--- config.mk ---
export PLATFORM = sky130hd
export DESIGN_NAME = polyline_nearest_point_flat
export DESIGN_NICKNAME = d
export VERILOG_FILES = /design/src/sv/pnp_pkg.sv /design/src/sv/pnp_if.sv /design/src/sv/pnp_mul.sv /design/src/sv/pnp_div.sv /design/src/sv/polyline_nearest_point.sv /design/src/flat_wrapper.sv
export SDC_FILE = /design/constraint.sdc
export NUM_CORES = 2
export LEC_CHECK = 0
export ABC_AREA = 1
export BUFFER_PORTS_ARGS = -buffer_cell sky130_fd_sc_hd__buf_2
export CAP_MARGIN = 20
export CORE_MARGIN = 2
export CORE_UTILIZATION = 60
export DETAILED_ROUTE_END_ITERATION = 7
export PLACE_DENSITY_LB_ADDON = 0.08
export SYNTH_ARGS = -nofsm -noshare
export SYNTH_HDL_FRONTEND = slang
export SYNTH_SLANG_ARGS = --single-unit
--- constraint.sdc ---
create_clock -name clk_i -period 23.6 [get_ports clk_i]
set_input_delay 4.72 -clock clk_i [delete_from_list [all_inputs] [get_ports clk_i]]
set_output_delay 4.72 -clock clk_i [all_outputs]
set_load 0.05 [all_outputs]
--- src/sv/pnp_pkg.sv ---
// ----------------------------------------------------------------------------
// pnp_pkg
// Shared types, widths and codes for the polyline nearest point block.
// ----------------------------------------------------------------------------
package pnp_pkg;

  // coordinate and derived widths
  localparam int COORD_W = 24;
  localparam int DIFF_W  = COORD_W + 1;      // difference of two coordinates
  localparam int LEN_W   = 50;               // squared span length
  localparam int DOT_W   = 51;               // signed dot product
  localparam int DIST_W  = 50;               // squared distance
  localparam int INDEX_W = 10;               // reported span index

  // configuration port
  localparam int APB_AW = 3;
  localparam int APB_DW = 32;

  // register index codes (address bit 2)
  localparam logic REG_QUERY_X = 1'b0;
  localparam logic REG_QUERY_Y = 1'b1;

  localparam logic [DIST_W-1:0] DIST_MAX = '1;

  typedef logic signed [COORD_W-1:0] coord_t;
  typedef logic signed [DIFF_W-1:0]  diff_t;

  // sequencer states
  typedef enum logic [3:0] {
    S_IDLE,
    S_LEN_A,
    S_LEN_B,
    S_DOT_A,
    S_DOT_B,
    S_DOT_SUM,
    S_DECIDE,
    S_DIVIDE,
    S_PLACE_X,
    S_PLACE_Y,
    S_DIST_X,
    S_DIST_Y,
    S_DIST_SUM,
    S_UPDATE,
    S_EMIT
  } pnp_state_e;

  // exact difference of two coordinates
  function automatic diff_t coord_diff(input coord_t a, input coord_t b);
    coord_diff = {a[COORD_W-1], a} - {b[COORD_W-1], b};
  endfunction

endpackage

--- src/sv/pnp_if.sv ---
// ----------------------------------------------------------------------------
// pnp_if
// Valid/ready channels for vertices in and nearest point results out.
// ----------------------------------------------------------------------------
interface pnp_vtx_if;
  logic                  valid;
  logic                  ready;
  pnp_pkg::coord_t       vertex_x;
  pnp_pkg::coord_t       vertex_y;
  logic                  last_vertex;

  modport source (output valid, vertex_x, vertex_y, last_vertex, input ready);
  modport sink   (input valid, vertex_x, vertex_y, last_vertex, output ready);
endinterface

interface pnp_res_if #(
  parameter int FRACTION_BITS = 16
);
  logic                         valid;
  logic                         ready;
  logic [pnp_pkg::INDEX_W-1:0]  span_index;
  logic [FRACTION_BITS:0]       span_fraction;
  pnp_pkg::coord_t              near_x;
  pnp_pkg::coord_t              near_y;
  logic [pnp_pkg::DIST_W-1:0]   dist_squared;
  logic                         degenerate;

  modport source (output valid, span_index, span_fraction, near_x, near_y,
                  dist_squared, degenerate, input ready);
  modport sink   (input valid, span_index, span_fraction, near_x, near_y,
                  dist_squared, degenerate, output ready);
endinterface

--- src/sv/pnp_mul.sv ---
// ----------------------------------------------------------------------------
// pnp_mul
// Shared signed multiplier with a registered product.
// ----------------------------------------------------------------------------
module pnp_mul #(
  parameter int W = 25
) (
  input  logic                  clk_i,
  input  logic signed [W-1:0]   a_i,
  input  logic signed [W-1:0]   b_i,
  output logic signed [2*W-1:0] prod_o
);

  logic signed [2*W-1:0] prod_q;

  // one product per cycle, registered result in the next cycle
  always_ff @(posedge clk_i) begin
    prod_q <= a_i * b_i;
  end

  assign prod_o = prod_q;

endmodule

--- src/sv/pnp_div.sv ---
// ----------------------------------------------------------------------------
// pnp_div
// Restoring divider: rounded num * 2^F / den, one quotient bit per cycle.
// ----------------------------------------------------------------------------
module pnp_div #(
  parameter int FRACTION_BITS = 16
) (
  input  logic                      clk_i,
  input  logic                      rst_ni,
  input  logic                      start_i,
  input  logic [pnp_pkg::LEN_W-1:0] num_i,
  input  logic [pnp_pkg::LEN_W-1:0] den_i,
  output logic                      busy_o,
  output logic [FRACTION_BITS:0]    quot_o
);

  localparam int QW = FRACTION_BITS + 1;
  localparam int CW = $clog2(QW);

  logic [pnp_pkg::LEN_W-1:0] rem_q, rem_d;
  logic [QW-1:0]             quo_q, quo_d;
  logic [CW-1:0]             cnt_q, cnt_d;
  logic                      busy_q, busy_d;
  logic [pnp_pkg::LEN_W:0]   shifted;
  logic [pnp_pkg::LEN_W:0]   trial;
  logic                      fits;
  logic [QW:0]               rounded;

  // one restoring step
  assign shifted = {rem_q, 1'b0};
  assign trial   = shifted - {1'b0, den_i};
  assign fits    = shifted >= {1'b0, den_i};

  always_comb begin
    rem_d  = rem_q;
    quo_d  = quo_q;
    cnt_d  = cnt_q;
    busy_d = busy_q;
    if (start_i) begin
      rem_d  = num_i;
      quo_d  = '0;
      cnt_d  = '0;
      busy_d = 1'b1;
    end else if (busy_q) begin
      rem_d = fits ? trial[pnp_pkg::LEN_W-1:0] : shifted[pnp_pkg::LEN_W-1:0];
      quo_d = {quo_q[QW-2:0], fits};
      cnt_d = cnt_q + CW'(1);
      if (cnt_q == CW'(FRACTION_BITS)) begin
        busy_d = 1'b0;
      end
    end
  end

  // control state
  always_ff @(posedge clk_i or negedge rst_ni) begin
    if (!rst_ni) begin
      busy_q <= 1'b0;
      cnt_q  <= '0;
    end else begin
      busy_q <= busy_d;
      cnt_q  <= cnt_d;
    end
  end

  // working remainder and quotient
  always_ff @(posedge clk_i) begin
    rem_q <= rem_d;
    quo_q <= quo_d;
  end

  // round to nearest, ties up, by dropping the extra quotient bit
  assign rounded = {1'b0, quo_q} + (QW+1)'(1);
  assign quot_o  = rounded[QW:1];
  assign busy_o  = busy_q;

endmodule

--- src/sv/polyline_nearest_point.sv ---
// ----------------------------------------------------------------------------
// polyline_nearest_point
// Nearest point on a polyline to a configured query point, one vertex per
// transfer, using one shared multiplier and an iterative divider.
// ----------------------------------------------------------------------------
//
//   channel  dir  handshake        payload
//   vtx_i    in   valid / ready    vertex_x, vertex_y, last_vertex
//   res_o    out  valid / ready    span_index, span_fraction, near_x, near_y,
//                                  dist_squared, degenerate
//   apb      in   psel / penable   paddr, pwdata, pwrite -> prdata, pready
//
// A vertex that closes a span runs the shared multiplier sequence (length,
// dot product, placement, distance), and also the one-bit-per-cycle divider
// when the parameter falls strictly inside the span. A vertex that opens a
// polyline is only stored; a last vertex then passes through EMIT to load
// the result register. vtx_i is not ready while a span works.
// A result waiting on res_o stalls the block only when the next result is
// ready to load. Reset is asynchronous, active low; no clearing pass.
// ----------------------------------------------------------------------------
module polyline_nearest_point #(
  parameter int MAX_SPANS     = 1024,
  parameter int FRACTION_BITS = 16
) (
  input  logic                         clk_i,
  input  logic                         rst_ni,
  pnp_vtx_if.sink                      vtx_i,
  pnp_res_if.source                    res_o,
  input  logic                         psel,
  input  logic                         penable,
  input  logic                         pwrite,
  input  logic [pnp_pkg::APB_AW-1:0]   paddr,
  input  logic [pnp_pkg::APB_DW-1:0]   pwdata,
  output logic [pnp_pkg::APB_DW-1:0]   prdata,
  output logic                         pready
);

  localparam int MW     = (FRACTION_BITS + 2 > pnp_pkg::DIFF_W) ?
                          FRACTION_BITS + 2 : pnp_pkg::DIFF_W;
  localparam int PW     = 2 * MW;
  localparam int ACC_W  = PW + 1;
  localparam int TW     = FRACTION_BITS + 1;
  localparam int CNT_W  = $clog2(MAX_SPANS);
  localparam logic [CNT_W-1:0] CNT_MAX = CNT_W'(MAX_SPANS - 1);
  localparam logic [TW-1:0]    T_ONE   = {1'b1, {FRACTION_BITS{1'b0}}};
  localparam logic signed [PW-1:0] HALF = PW'(1) << (FRACTION_BITS - 1);

  // configuration
  pnp_pkg::coord_t query_x_q, query_y_q;

  // sequencer
  pnp_pkg::pnp_state_e state_q, state_d;

  // per-polyline state
  pnp_pkg::coord_t          prev_x_q, prev_y_q;
  logic                     have_prev_q;
  logic [CNT_W-1:0]         span_cnt_q;
  logic [CNT_W-1:0]         best_span_q;
  logic [TW-1:0]            best_frac_q;
  pnp_pkg::coord_t          best_x_q, best_y_q;
  logic [pnp_pkg::DIST_W-1:0] best_dist_q;
  logic                     degen_q;

  // working registers for one span
  pnp_pkg::coord_t          cur_x_q, cur_y_q;
  logic                     last_q;
  pnp_pkg::diff_t           dx_q, dy_q, wx_q, wy_q;
  logic signed [ACC_W-1:0]  acc_q;
  logic [pnp_pkg::LEN_W-1:0] len_q;
  logic signed [pnp_pkg::DOT_W-1:0] dot_q;
  logic [TW-1:0]            t_q;
  pnp_pkg::coord_t          px_q, py_q;
  logic [pnp_pkg::DIST_W-1:0] dist_q;

  // result register
  logic                     res_valid_q;
  logic [CNT_W-1:0]         res_span_q;
  logic [TW-1:0]            res_frac_q;
  pnp_pkg::coord_t          res_x_q, res_y_q;
  logic [pnp_pkg::DIST_W-1:0] res_dist_q;
  logic                     res_degen_q;

  // sequencer outputs
  logic                     in_ready;
  logic                     div_start;
  logic signed [MW-1:0]     op_a, op_b;

  // datapath nets
  logic signed [PW-1:0]     prod;
  logic                     div_busy;
  logic [TW-1:0]            div_quot;
  logic signed [ACC_W-1:0]  acc_sum;
  logic signed [PW-1:0]     rounded;
  logic signed [PW-1:0]     rounded_shr;
  logic [pnp_pkg::COORD_W-1:0] offset;
  logic                     in_xfer;
  logic                     res_free;
  logic                     dot_pos, dot_ge, len_zero;
  logic                     cfg_write;
  logic [CNT_W+pnp_pkg::INDEX_W-1:0] span_ext;

  assign in_xfer   = vtx_i.valid && in_ready;
  assign res_free  = !res_valid_q || res_o.ready;
  assign cfg_write = psel && penable && pwrite && pready;

  // ------------------------------------------------------------------
  // configuration registers
  // ------------------------------------------------------------------
  assign pready = 1'b1;

  always_ff @(posedge clk_i or negedge rst_ni) begin
    if (!rst_ni) begin
      query_x_q <= '0;
      query_y_q <= '0;
    end else if (cfg_write) begin
      case (paddr[2])
        pnp_pkg::REG_QUERY_X: query_x_q <= pwdata[pnp_pkg::COORD_W-1:0];
        pnp_pkg::REG_QUERY_Y: query_y_q <= pwdata[pnp_pkg::COORD_W-1:0];
        default: ;
      endcase
    end
  end

  // read back, sign extended
  always_comb begin
    case (paddr[2])
      pnp_pkg::REG_QUERY_X: prdata = pnp_pkg::APB_DW'(query_x_q);
      pnp_pkg::REG_QUERY_Y: prdata = pnp_pkg::APB_DW'(query_y_q);
      default:              prdata = '0;
    endcase
  end

  // ------------------------------------------------------------------
  // shared units
  // ------------------------------------------------------------------
  pnp_mul #(
    .W (MW)
  ) u_mul (
    .clk_i  (clk_i),
    .a_i    (op_a),
    .b_i    (op_b),
    .prod_o (prod)
  );

  pnp_div #(
    .FRACTION_BITS (FRACTION_BITS)
  ) u_div (
    .clk_i   (clk_i),
    .rst_ni  (rst_ni),
    .start_i (div_start),
    .num_i   (dot_q[pnp_pkg::LEN_W-1:0]),
    .den_i   (len_q),
    .busy_o  (div_busy),
    .quot_o  (div_quot)
  );

  // accumulate two products
  assign acc_sum = acc_q + ACC_W'(prod);

  // projected coordinate offset: floor((d*t + half) / 2^F)
  assign rounded     = prod + HALF;
  assign rounded_shr = rounded >>> FRACTION_BITS;
  assign offset      = rounded_shr[pnp_pkg::COORD_W-1:0];

  // parameter range checks
  assign len_zero = (len_q == '0);
  assign dot_pos  = !dot_q[pnp_pkg::DOT_W-1] && (dot_q != '0);
  assign dot_ge   = dot_q[pnp_pkg::LEN_W-1:0] >= len_q;

  // ------------------------------------------------------------------
  // sequencer: next state
  // ------------------------------------------------------------------
  always_comb begin
    state_d = state_q;
    case (state_q)
      pnp_pkg::S_IDLE: begin
        if (in_xfer) begin
          if (have_prev_q) begin
            state_d = pnp_pkg::S_LEN_A;
          end else if (vtx_i.last_vertex) begin
            state_d = pnp_pkg::S_EMIT;
          end
        end
      end
      pnp_pkg::S_LEN_A:   state_d = pnp_pkg::S_LEN_B;
      pnp_pkg::S_LEN_B:   state_d = pnp_pkg::S_DOT_A;
      pnp_pkg::S_DOT_A:   state_d = pnp_pkg::S_DOT_B;
      pnp_pkg::S_DOT_B:   state_d = pnp_pkg::S_DOT_SUM;
      pnp_pkg::S_DOT_SUM: state_d = pnp_pkg::S_DECIDE;
      pnp_pkg::S_DECIDE: begin
        if (len_zero || !dot_pos || dot_ge) begin
          state_d = pnp_pkg::S_PLACE_X;
        end else begin
          state_d = pnp_pkg::S_DIVIDE;
        end
      end
      pnp_pkg::S_DIVIDE: begin
        if (!div_busy) begin
          state_d = pnp_pkg::S_PLACE_X;
        end
      end
      pnp_pkg::S_PLACE_X:  state_d = pnp_pkg::S_PLACE_Y;
      pnp_pkg::S_PLACE_Y:  state_d = pnp_pkg::S_DIST_X;
      pnp_pkg::S_DIST_X:   state_d = pnp_pkg::S_DIST_Y;
      pnp_pkg::S_DIST_Y:   state_d = pnp_pkg::S_DIST_SUM;
      pnp_pkg::S_DIST_SUM: state_d = pnp_pkg::S_UPDATE;
      pnp_pkg::S_UPDATE: begin
        state_d = last_q ? pnp_pkg::S_EMIT : pnp_pkg::S_IDLE;
      end
      pnp_pkg::S_EMIT: begin
        if (res_free) begin
          state_d = pnp_pkg::S_IDLE;
        end
      end
      default: state_d = pnp_pkg::S_IDLE;
    endcase
  end

  // ------------------------------------------------------------------
  // sequencer: outputs and multiplier operand select
  // ------------------------------------------------------------------
  always_comb begin
    in_ready  = 1'b0;
    div_start = 1'b0;
    op_a      = '0;
    op_b      = '0;
    case (state_q)
      pnp_pkg::S_IDLE:    in_ready = 1'b1;
      pnp_pkg::S_LEN_A: begin
        op_a = MW'(dx_q);
        op_b = MW'(dx_q);
      end
      pnp_pkg::S_LEN_B: begin
        op_a = MW'(dy_q);
        op_b = MW'(dy_q);
      end
      pnp_pkg::S_DOT_A: begin
        op_a = MW'(wx_q);
        op_b = MW'(dx_q);
      end
      pnp_pkg::S_DOT_B: begin
        op_a = MW'(wy_q);
        op_b = MW'(dy_q);
      end
      pnp_pkg::S_DECIDE: begin
        div_start = !(len_zero || !dot_pos || dot_ge);
      end
      pnp_pkg::S_PLACE_X: begin
        op_a = MW'(dx_q);
        op_b = MW'(t_q);
      end
      pnp_pkg::S_PLACE_Y: begin
        op_a = MW'(dy_q);
        op_b = MW'(t_q);
      end
      pnp_pkg::S_DIST_X: begin
        op_a = MW'(pnp_pkg::coord_diff(query_x_q, px_q));
        op_b = MW'(pnp_pkg::coord_diff(query_x_q, px_q));
      end
      pnp_pkg::S_DIST_Y: begin
        op_a = MW'(pnp_pkg::coord_diff(query_y_q, py_q));
        op_b = MW'(pnp_pkg::coord_diff(query_y_q, py_q));
      end
      default: ;
    endcase
  end

  always_ff @(posedge clk_i or negedge rst_ni) begin
    if (!rst_ni) begin
      state_q <= pnp_pkg::S_IDLE;
    end else begin
      state_q <= state_d;
    end
  end

  // ------------------------------------------------------------------
  // span working registers
  // ------------------------------------------------------------------
  always_ff @(posedge clk_i) begin
    case (state_q)
      pnp_pkg::S_IDLE: begin
        if (in_xfer) begin
          cur_x_q <= vtx_i.vertex_x;
          cur_y_q <= vtx_i.vertex_y;
          last_q  <= vtx_i.last_vertex;
          dx_q    <= pnp_pkg::coord_diff(vtx_i.vertex_x, prev_x_q);
          dy_q    <= pnp_pkg::coord_diff(vtx_i.vertex_y, prev_y_q);
          wx_q    <= pnp_pkg::coord_diff(query_x_q, prev_x_q);
          wy_q    <= pnp_pkg::coord_diff(query_y_q, prev_y_q);
        end
      end
      pnp_pkg::S_LEN_B:   acc_q <= ACC_W'(prod);
      pnp_pkg::S_DOT_A:   len_q <= acc_sum[pnp_pkg::LEN_W-1:0];
      pnp_pkg::S_DOT_B:   acc_q <= ACC_W'(prod);
      pnp_pkg::S_DOT_SUM: dot_q <= acc_sum[pnp_pkg::DOT_W-1:0];
      pnp_pkg::S_DECIDE: begin
        if (len_zero || !dot_pos) begin
          t_q <= '0;
        end else if (dot_ge) begin
          t_q <= T_ONE;
        end
      end
      pnp_pkg::S_DIVIDE: begin
        if (!div_busy) begin
          t_q <= div_quot;
        end
      end
      pnp_pkg::S_PLACE_Y: px_q <= prev_x_q + offset;
      pnp_pkg::S_DIST_X:  py_q <= prev_y_q + offset;
      pnp_pkg::S_DIST_Y:  acc_q <= ACC_W'(prod);
      // the squared distance never exceeds 2^49, so no saturation is needed
      pnp_pkg::S_DIST_SUM: dist_q <= acc_sum[pnp_pkg::DIST_W-1:0];
      default: ;
    endcase
  end

  // ------------------------------------------------------------------
  // per-polyline state: previous vertex, span count, best candidate
  // ------------------------------------------------------------------
  always_ff @(posedge clk_i or negedge rst_ni) begin
    if (!rst_ni) begin
      prev_x_q    <= '0;
      prev_y_q    <= '0;
      have_prev_q <= 1'b0;
      span_cnt_q  <= '0;
      best_span_q <= '0;
      best_frac_q <= '0;
      best_x_q    <= '0;
      best_y_q    <= '0;
      best_dist_q <= pnp_pkg::DIST_MAX;
      degen_q     <= 1'b0;
    end else begin
      case (state_q)
        pnp_pkg::S_IDLE: begin
          if (in_xfer && !have_prev_q) begin
            if (vtx_i.last_vertex) begin
              // lone vertex: report it as is
              best_x_q <= vtx_i.vertex_x;
              best_y_q <= vtx_i.vertex_y;
              degen_q  <= 1'b1;
            end else begin
              prev_x_q    <= vtx_i.vertex_x;
              prev_y_q    <= vtx_i.vertex_y;
              have_prev_q <= 1'b1;
            end
          end
        end
        pnp_pkg::S_UPDATE: begin
          // first span always wins, later ones only when strictly closer
          if (span_cnt_q == '0 || dist_q < best_dist_q) begin
            best_span_q <= span_cnt_q;
            best_frac_q <= t_q;
            best_x_q    <= px_q;
            best_y_q    <= py_q;
            best_dist_q <= dist_q;
          end
          if (span_cnt_q < CNT_MAX) begin
            span_cnt_q <= span_cnt_q + CNT_W'(1);
          end
          prev_x_q    <= cur_x_q;
          prev_y_q    <= cur_y_q;
          have_prev_q <= 1'b1;
        end
        pnp_pkg::S_EMIT: begin
          if (res_free) begin
            prev_x_q    <= '0;
            prev_y_q    <= '0;
            have_prev_q <= 1'b0;
            span_cnt_q  <= '0;
            best_span_q <= '0;
            best_frac_q <= '0;
            best_x_q    <= '0;
            best_y_q    <= '0;
            best_dist_q <= pnp_pkg::DIST_MAX;
            degen_q     <= 1'b0;
          end
        end
        default: ;
      endcase
    end
  end

  // ------------------------------------------------------------------
  // result register
  // ------------------------------------------------------------------
  always_ff @(posedge clk_i or negedge rst_ni) begin
    if (!rst_ni) begin
      res_valid_q <= 1'b0;
    end else if (state_q == pnp_pkg::S_EMIT && res_free) begin
      res_valid_q <= 1'b1;
    end else if (res_o.ready) begin
      res_valid_q <= 1'b0;
    end
  end

  always_ff @(posedge clk_i) begin
    if (state_q == pnp_pkg::S_EMIT && res_free) begin
      res_span_q  <= best_span_q;
      res_frac_q  <= best_frac_q;
      res_x_q     <= best_x_q;
      res_y_q     <= best_y_q;
      res_dist_q  <= degen_q ? pnp_pkg::DIST_MAX : best_dist_q;
      res_degen_q <= degen_q;
    end
  end

  assign span_ext = {{pnp_pkg::INDEX_W{1'b0}}, res_span_q};

  assign vtx_i.ready         = in_ready;
  assign res_o.valid         = res_valid_q;
  assign res_o.span_index    = span_ext[pnp_pkg::INDEX_W-1:0];
  assign res_o.span_fraction = res_frac_q;
  assign res_o.near_x        = res_x_q;
  assign res_o.near_y        = res_y_q;
  assign res_o.dist_squared  = res_dist_q;
  assign res_o.degenerate    = res_degen_q;

  // ------------------------------------------------------------------
  // assertions
  // ------------------------------------------------------------------
  a_div_in_state: assert property (@(posedge clk_i) disable iff (!rst_ni)
    div_busy |-> (state_q == pnp_pkg::S_DIVIDE))
    else $error("divider busy outside the divide state");

  a_frac_range: assert property (@(posedge clk_i) disable iff (!rst_ni)
    (state_q == pnp_pkg::S_UPDATE) |-> (t_q <= T_ONE))
    else $error("span parameter above one");

  a_degen_dist: assert property (@(posedge clk_i) disable iff (!rst_ni)
    (res_valid_q && res_degen_q) |->
      (res_dist_q == pnp_pkg::DIST_MAX && res_span_q == '0 && res_frac_q == '0))
    else $error("degenerate result with non-saturated fields");

  a_load_from_emit: assert property (@(posedge clk_i) disable iff (!rst_ni)
    $rose(res_valid_q) |-> ($past(state_q) == pnp_pkg::S_EMIT))
    else $error("result loaded outside the emit state");

endmodule
--- src/flat_wrapper.sv ---
// flat-port wrapper written by rule: the top's interface ports become plain ports
module polyline_nearest_point_flat 
#(
  parameter int MAX_SPANS     = 1024,
  parameter int FRACTION_BITS = 16
)
  (clk_i, rst_ni, psel, penable, pwrite, paddr, pwdata, prdata, pready, vtx_i_valid, vtx_i_vertex_x, vtx_i_vertex_y, vtx_i_last_vertex, vtx_i_ready, res_o_valid, res_o_span_index, res_o_span_fraction, res_o_near_x, res_o_near_y, res_o_dist_squared, res_o_degenerate, res_o_ready);
  pnp_vtx_if vtx_i_i ();
  pnp_res_if #(.FRACTION_BITS(FRACTION_BITS)) res_o_i ();
  input  logic clk_i;
  input  logic rst_ni;
  input  logic psel;
  input  logic penable;
  input  logic pwrite;
  input  logic [pnp_pkg::APB_AW-1:0] paddr;
  input  logic [pnp_pkg::APB_DW-1:0] pwdata;
  output logic [pnp_pkg::APB_DW-1:0] prdata;
  output logic pready;
  input wire logic [$bits(vtx_i_i.valid)-1:0] vtx_i_valid;
  input wire logic [$bits(vtx_i_i.vertex_x)-1:0] vtx_i_vertex_x;
  input wire logic [$bits(vtx_i_i.vertex_y)-1:0] vtx_i_vertex_y;
  input wire logic [$bits(vtx_i_i.last_vertex)-1:0] vtx_i_last_vertex;
  output wire logic [$bits(vtx_i_i.ready)-1:0] vtx_i_ready;
  output wire logic [$bits(res_o_i.valid)-1:0] res_o_valid;
  output wire logic [$bits(res_o_i.span_index)-1:0] res_o_span_index;
  output wire logic [$bits(res_o_i.span_fraction)-1:0] res_o_span_fraction;
  output wire logic [$bits(res_o_i.near_x)-1:0] res_o_near_x;
  output wire logic [$bits(res_o_i.near_y)-1:0] res_o_near_y;
  output wire logic [$bits(res_o_i.dist_squared)-1:0] res_o_dist_squared;
  output wire logic [$bits(res_o_i.degenerate)-1:0] res_o_degenerate;
  input wire logic [$bits(res_o_i.ready)-1:0] res_o_ready;
  assign vtx_i_i.valid = vtx_i_valid;
  assign vtx_i_i.vertex_x = vtx_i_vertex_x;
  assign vtx_i_i.vertex_y = vtx_i_vertex_y;
  assign vtx_i_i.last_vertex = vtx_i_last_vertex;
  assign vtx_i_ready = vtx_i_i.ready;
  assign res_o_valid = res_o_i.valid;
  assign res_o_span_index = res_o_i.span_index;
  assign res_o_span_fraction = res_o_i.span_fraction;
  assign res_o_near_x = res_o_i.near_x;
  assign res_o_near_y = res_o_i.near_y;
  assign res_o_dist_squared = res_o_i.dist_squared;
  assign res_o_degenerate = res_o_i.degenerate;
  assign res_o_i.ready = res_o_ready;
  polyline_nearest_point #(.MAX_SPANS(MAX_SPANS), .FRACTION_BITS(FRACTION_BITS)) u_core (.clk_i(clk_i), .rst_ni(rst_ni), .vtx_i(vtx_i_i), .res_o(res_o_i), .psel(psel), .penable(penable), .pwrite(pwrite), .paddr(paddr), .pwdata(pwdata), .prdata(prdata), .pready(pready));
endmodule
======== Word-level counts from Yosys, hierarchy flattened ========
Index checks and enable logic that the tools add are counted.
storage, ports and cells
  word-level logic and storage cells ...... 185
  register bits after elaboration ......... 902
  output and inout bits ................... 161
  input bits .............................. 91
cells by class
  multiplexer cells ....................... 60
  add/subtract/negate cells ............... 14
  reductions and logical operators ........ 41
  bitwise gates (word level) .............. 1
  eq/ne operators ......................... 25
  $mul .................................... 1
  order comparisons ....................... 4
operator list
  kind                                                               number
  24-bit one-hot mux with 3 select lines                             4
  24-bit two-way mux                                                 11
  50-bit two-way mux                                                 5
  25-bit one-hot mux with 6 select lines                             1
  24-bit by 24-bit subtractor with 25-bit output                     6
  25-bit one-hot mux with 5 select lines                             1
  50-bit one-hot mux with 2 select lines                             1
  17-bit two-way mux                                                 5
  17-bit one-hot mux with 2 select lines                             2
  32-bit one-hot mux with 2 select lines                             1
  4-bit one-hot mux with 15 select lines                             1
  50-bit by 50-bit adder with 51-bit output                          1
  51-bit by 50-bit greater-or-equal comparator with 1-bit output     1
  51-bit nonzero test                                                1
  50-bit greater-or-equal comparator                                 1
  50-bit logical NOT                                                 1
  50-bit < comparator                                                1
  25-bit by 25-bit multiplier with 50-bit output                     1
  50-bit subtractor                                                  1
  24-bit adder                                                       2
  40-bit by 17-bit adder with 40-bit output (second input constant)  1
  10-bit one-hot mux with 2 select lines                             2
  10-bit two-way mux                                                 3
  4-bit == test (second input constant)                              7
  31 further kinds                                                   85

======== Depth between registers and ports, before layout ========
  depth in word-level cells ............... 8
  depth in mapped cells ................... 44
  depth with buffers taken out ............ 43

======== Cells and area by module ========
Synthesis repeated with hierarchy kept, for this count alone.
second synthesis, totals
  cells, all modules ...................... 10180
  area, all modules ....................... 81101.5 µm²
modules (own cells, without submodules)
  module                  seq. area each (µm²)  cells an instance  area an instance (µm²)  instances
  polyline_nearest_point  22263.9               5290               46273.1                 1
  pnp_mul                 1001.0                3366               26082.5                 1
  pnp_div                 1991.9                1524               8745.9                  1

======== Least setup slack after synthesis ========
OpenSTA, ideal clock, no wires.
  kind .................................... input to register
  start point ............................. in vtx_i_valid
  end point ............................... reg u_core.cur_x_q[0] (enable)
  buffers on the path ..................... 0
  setup time .............................. 0.660 ns
  path slack .............................. 12.050 ns
  required time ........................... 22.940 ns
  stages on the path ...................... 2
  arrival time ............................ 10.890 ns
  cells stage by stage .................... inv_1 nor2_1
on the way
  word-level cells in the longest chain between the ends .. 2
ends and longest elaborated chain
  element                        line                           RTL
  start: declaration             flat_wrapper.sv:19             input wire logic [$bits(vtx_i_i.valid)-1:0] vtx_i_valid;
  1-bit logical AND              polyline_nearest_point.sv:102  assign in_xfer = vtx_i.valid && in_ready;
  2-bit AND reduction (no line)  -
  end signal: assignment         polyline_nearest_point.sv:283  cur_x_q <= vtx_i.vertex_x;
  end: declaration               polyline_nearest_point.sv:65   pnp_pkg::coord_t cur_x_q, cur_y_q;
No other way between the ends.
A chain may end at the register's enable or synchronous reset.

======== Worst setup path after layout ========
  start point ............................. in paddr[2] (netlist bit)
  end point ............................... out prdata[29] (netlist bit)
on the way
  word-level cells in the longest chain between the ends .. 2
ends and longest elaborated chain
  element                                   line                           RTL
  start: declaration                        flat_wrapper.sv:15             input logic [pnp_pkg::APB_AW-1:0] paddr;
  1-bit inverter (no line)                  -
  32-bit one-hot mux with 2 select lines *  polyline_nearest_point.sv:126  case (paddr[2])
  end: declaration                          flat_wrapper.sv:17             output logic [pnp_pkg::APB_DW-1:0] prdata;
Mark *: on every way between the ends. The rest lies on a longest branch, timed or not.

==> metrics.yaml <==
status:
  outcome: "finished, final reports clean"
final_layout:
  drive_gt1_frac: 0.0690
  layout_common_cells: "nand2_1 (2623), inv_1 (1827), fa_1 (669), nor2_1 (622), edfxtp_1 (591)"
  fill_cells: 11200
  utilization: 0.654
  num-nets-final: 11300
  final_cells: 11800
  layout_commonest_cell: "nand2_1"
  area_growth_pct: 8.15
sta:
  fin_crit_sh: 0.472
  fin_hold_ws_ns: 0.445
  rsz0062_at_grt: "no"
  fmax_ghz: 0.0898
  worstMarginPinSlew_ns: 1.24
  slew_viol_final: 0
  tns_ns: 0
  hold_viol_final: 0
  slew_headroom: 0.165
  fin_crit_ns: 11.13
  skew_ns: 0.0934
  finalSetupViolCount: 0
yosys:
  yosys-top-cells-area: "edfxtp_1 (22%), fa_1 (17%), nand2_1 (12%)"
  synth_flop_cell: "edfxtp_1"
  yosysWarnings: 0
  postSynthCellCount: 9778
  syn_area_sq_mm: 0.0795
  async_reset_ff_frac: 0.271
  synth.largest_area_cell: "edfxtp_1"
  synth-seq-area-share: 0.318
  synth_edf_count: 591
  synth_seq_cells: 902
  synth_nets: 11100
  ys_types: 65
  syn_avg_cell_area_sq_um: 8.13
  synth_top_area_frac: 0.223
worst_setup_path:
  slowest_delay_ns: 0.60
  slowest_stage: "inv_1"
  worstSetupEndpointType: "output port"
  cp_cell_sequence: "buf_2 > inv_1 > nand2_1 > nand2_1 > buf_2"
  critPathRequiredTime_ns: 18.88
  startpoint_type: "input pin"
  crit_arrival_ns: 6.41
  worst_path_dominant_cell_family: "buffers and inverters"
  cp_max_fo: 28
  critPathKind: "in2out"
  worst-path-buf-inv: 3
global_route:
  grt_overflow: 0
  grt_pass1_wl_um: 402000
  antenna_found_initial: 22
  grt_pass1_vias: 67600
  track_usage: 0.395
  grt_max_degree: 145
route:
  via_per_inst: 5.83
  antenna_left: 0
  wl_per_cell_um: 22.6
  first_pass_iters: 6
  drt_iter0_markers: 7554
  drc: 0
  finalWirelength_um: 267000
  num_vias: 68800
cts:
  clk_pin_slew_ns: 0.06
  cts_resized: 0
  cts.hold.buffers_added: 0
  cts_root_buf: "clkbuf_16"
  clkLatencyLatePin_ns: 0.77
  clk_path_buf_depth: 3
  htreeDepth: 3
  cts_tree: "built"
  cts_sinks: 902
  cts_buffers: 96
  cts_setup_buffers: 0
placement:
  dp_hpwl_um: 212000
  placed_cells: 11600
  place.gp.congestion: 1.07
  port_buffers: 240
floorplan:
  fp.coreArea_sq_mm: 0.131
  die_x_um: 368
  io_pins: 252
  rows: 133
  initial_core_util: 0.605
  dieHeight_um: 368
  dieArea_sq_mm: 0.135
job:
  max_cap_viol_count: 0
min_path:
  min_path_type: "reg2reg"
layer usage:
layer | up-vias | GRT usage | wire (um)
met5 | - | 0 | 109
met4 | 14 | 0.175 | 13500
met3 | 654 | 0.0999 | 29500
met2 | 3635 | 0.606 | 118000
met1 | 33100 | 0.530 | 106000
li1 | 31300 | - | -
cell families after synthesis:
logic type               share of synthesized area
AND/OR/NAND/NOR                              0.217
AO/OA/AOI/OAI                               0.0798
other                                    0.0000472
flip-flops                                   0.318
buffers and inverters                        0.102
XOR/XNOR                                    0.0303
adder cells (fa/ha/maj)                      0.253
worst register-to-register path, delay by kind of cell (launching register included):
| kind | cells | cell delay, ns |
|---|---|---|
| buffers and inverters | 6 | 0.55 |
| DFF | 1 | 0.35 |
| and+or+nand+nor | 13 | 3.41 |
| xor gates and xnor gates | 1 | 0.33 |
| AOI/OAI and AO/OA | 2 | 1.19 |
| adders and majority gates | 9 | 4.15 |
area by class of cell:
| cell class | instances | area [sq um] | share of cell area |
|---|---|---|---|
| multi-input combinational | 6771 | 46200 | 0.538 |
| clock buffer | 131 | 2780 | 0.0323 |
| antenna | 11 | 27.5 | 0.000320 |
| inverter | 1847 | 6940 | 0.0806 |
| clock inverter | 48 | 588 | 0.00684 |
| tap | 1755 | 2200 | 0.0255 |
| timing repair buffer | 341 | 1990 | 0.0232 |
| sequential | 902 | 25300 | 0.294 |
registers in the layout, summed over array words and instances (netlist names), 50 cells and up:
name / flops
u_core.u_mul.prod_o: 50
u_core.u_div.rem_q: 50
u_core.dist_q: 50
u_core.dot_q: 51
u_core.res_o.dist_squared: 50
u_core.acc_q: 50
u_core.best_dist_q: 50
u_core.len_q: 50
metrics by stage:
stage / setup slack [ns] / cell area, sq um
after floorplan: 12.05 / 79500
after global placement: 12.50 / 82600
after detailed placement: 12.50 / 82600
after CTS: 12.49 / 86000
after global routing: 12.32 / 86000
final: 12.47 / 86000
synthesized netlist by cell type, drive strengths merged (22+ instances only):
cell type	n
nand3	508
a21oi	466
dfstp	50
ha	535
xnor2	91
o21bai	39
a21o	26
dfxtp	67
or2	68
nand4	151
buf	162
inv	1845
fa	669
o22ai	55
nand3b	22
nor2	634
o21ai	422
xor2	184
nor4	22
nand2	2632
nor3	98
edfxtp	591
a31oi	26
clkbuf	96
dfrtp	194
worst paths after layout:
check	startpoint	end	slack, ns	depth (start not counted)
worst max-delay path	paddr[2]	prdata[29]	12.47	5
worst min-delay path	u_core.best_x_q[23]	u_core.res_o.near_x[23]	0.45	0
worst max register to register	u_core.py_q[2]	u_core.u_mul.prod_o[25]	13.41	31
worst min register to register	u_core.best_x_q[23]	u_core.res_o.near_x[23]	0.45	0
max in group asynchronous	rst_ni	u_core.best_frac_q[1]	18.11	2
min in group asynchronous	rst_ni	u_core.best_x_q[12]	4.00	1
Power is not shown: default switching activity piles up to over one toggle a cycle in this logic, so the estimate is an artifact.
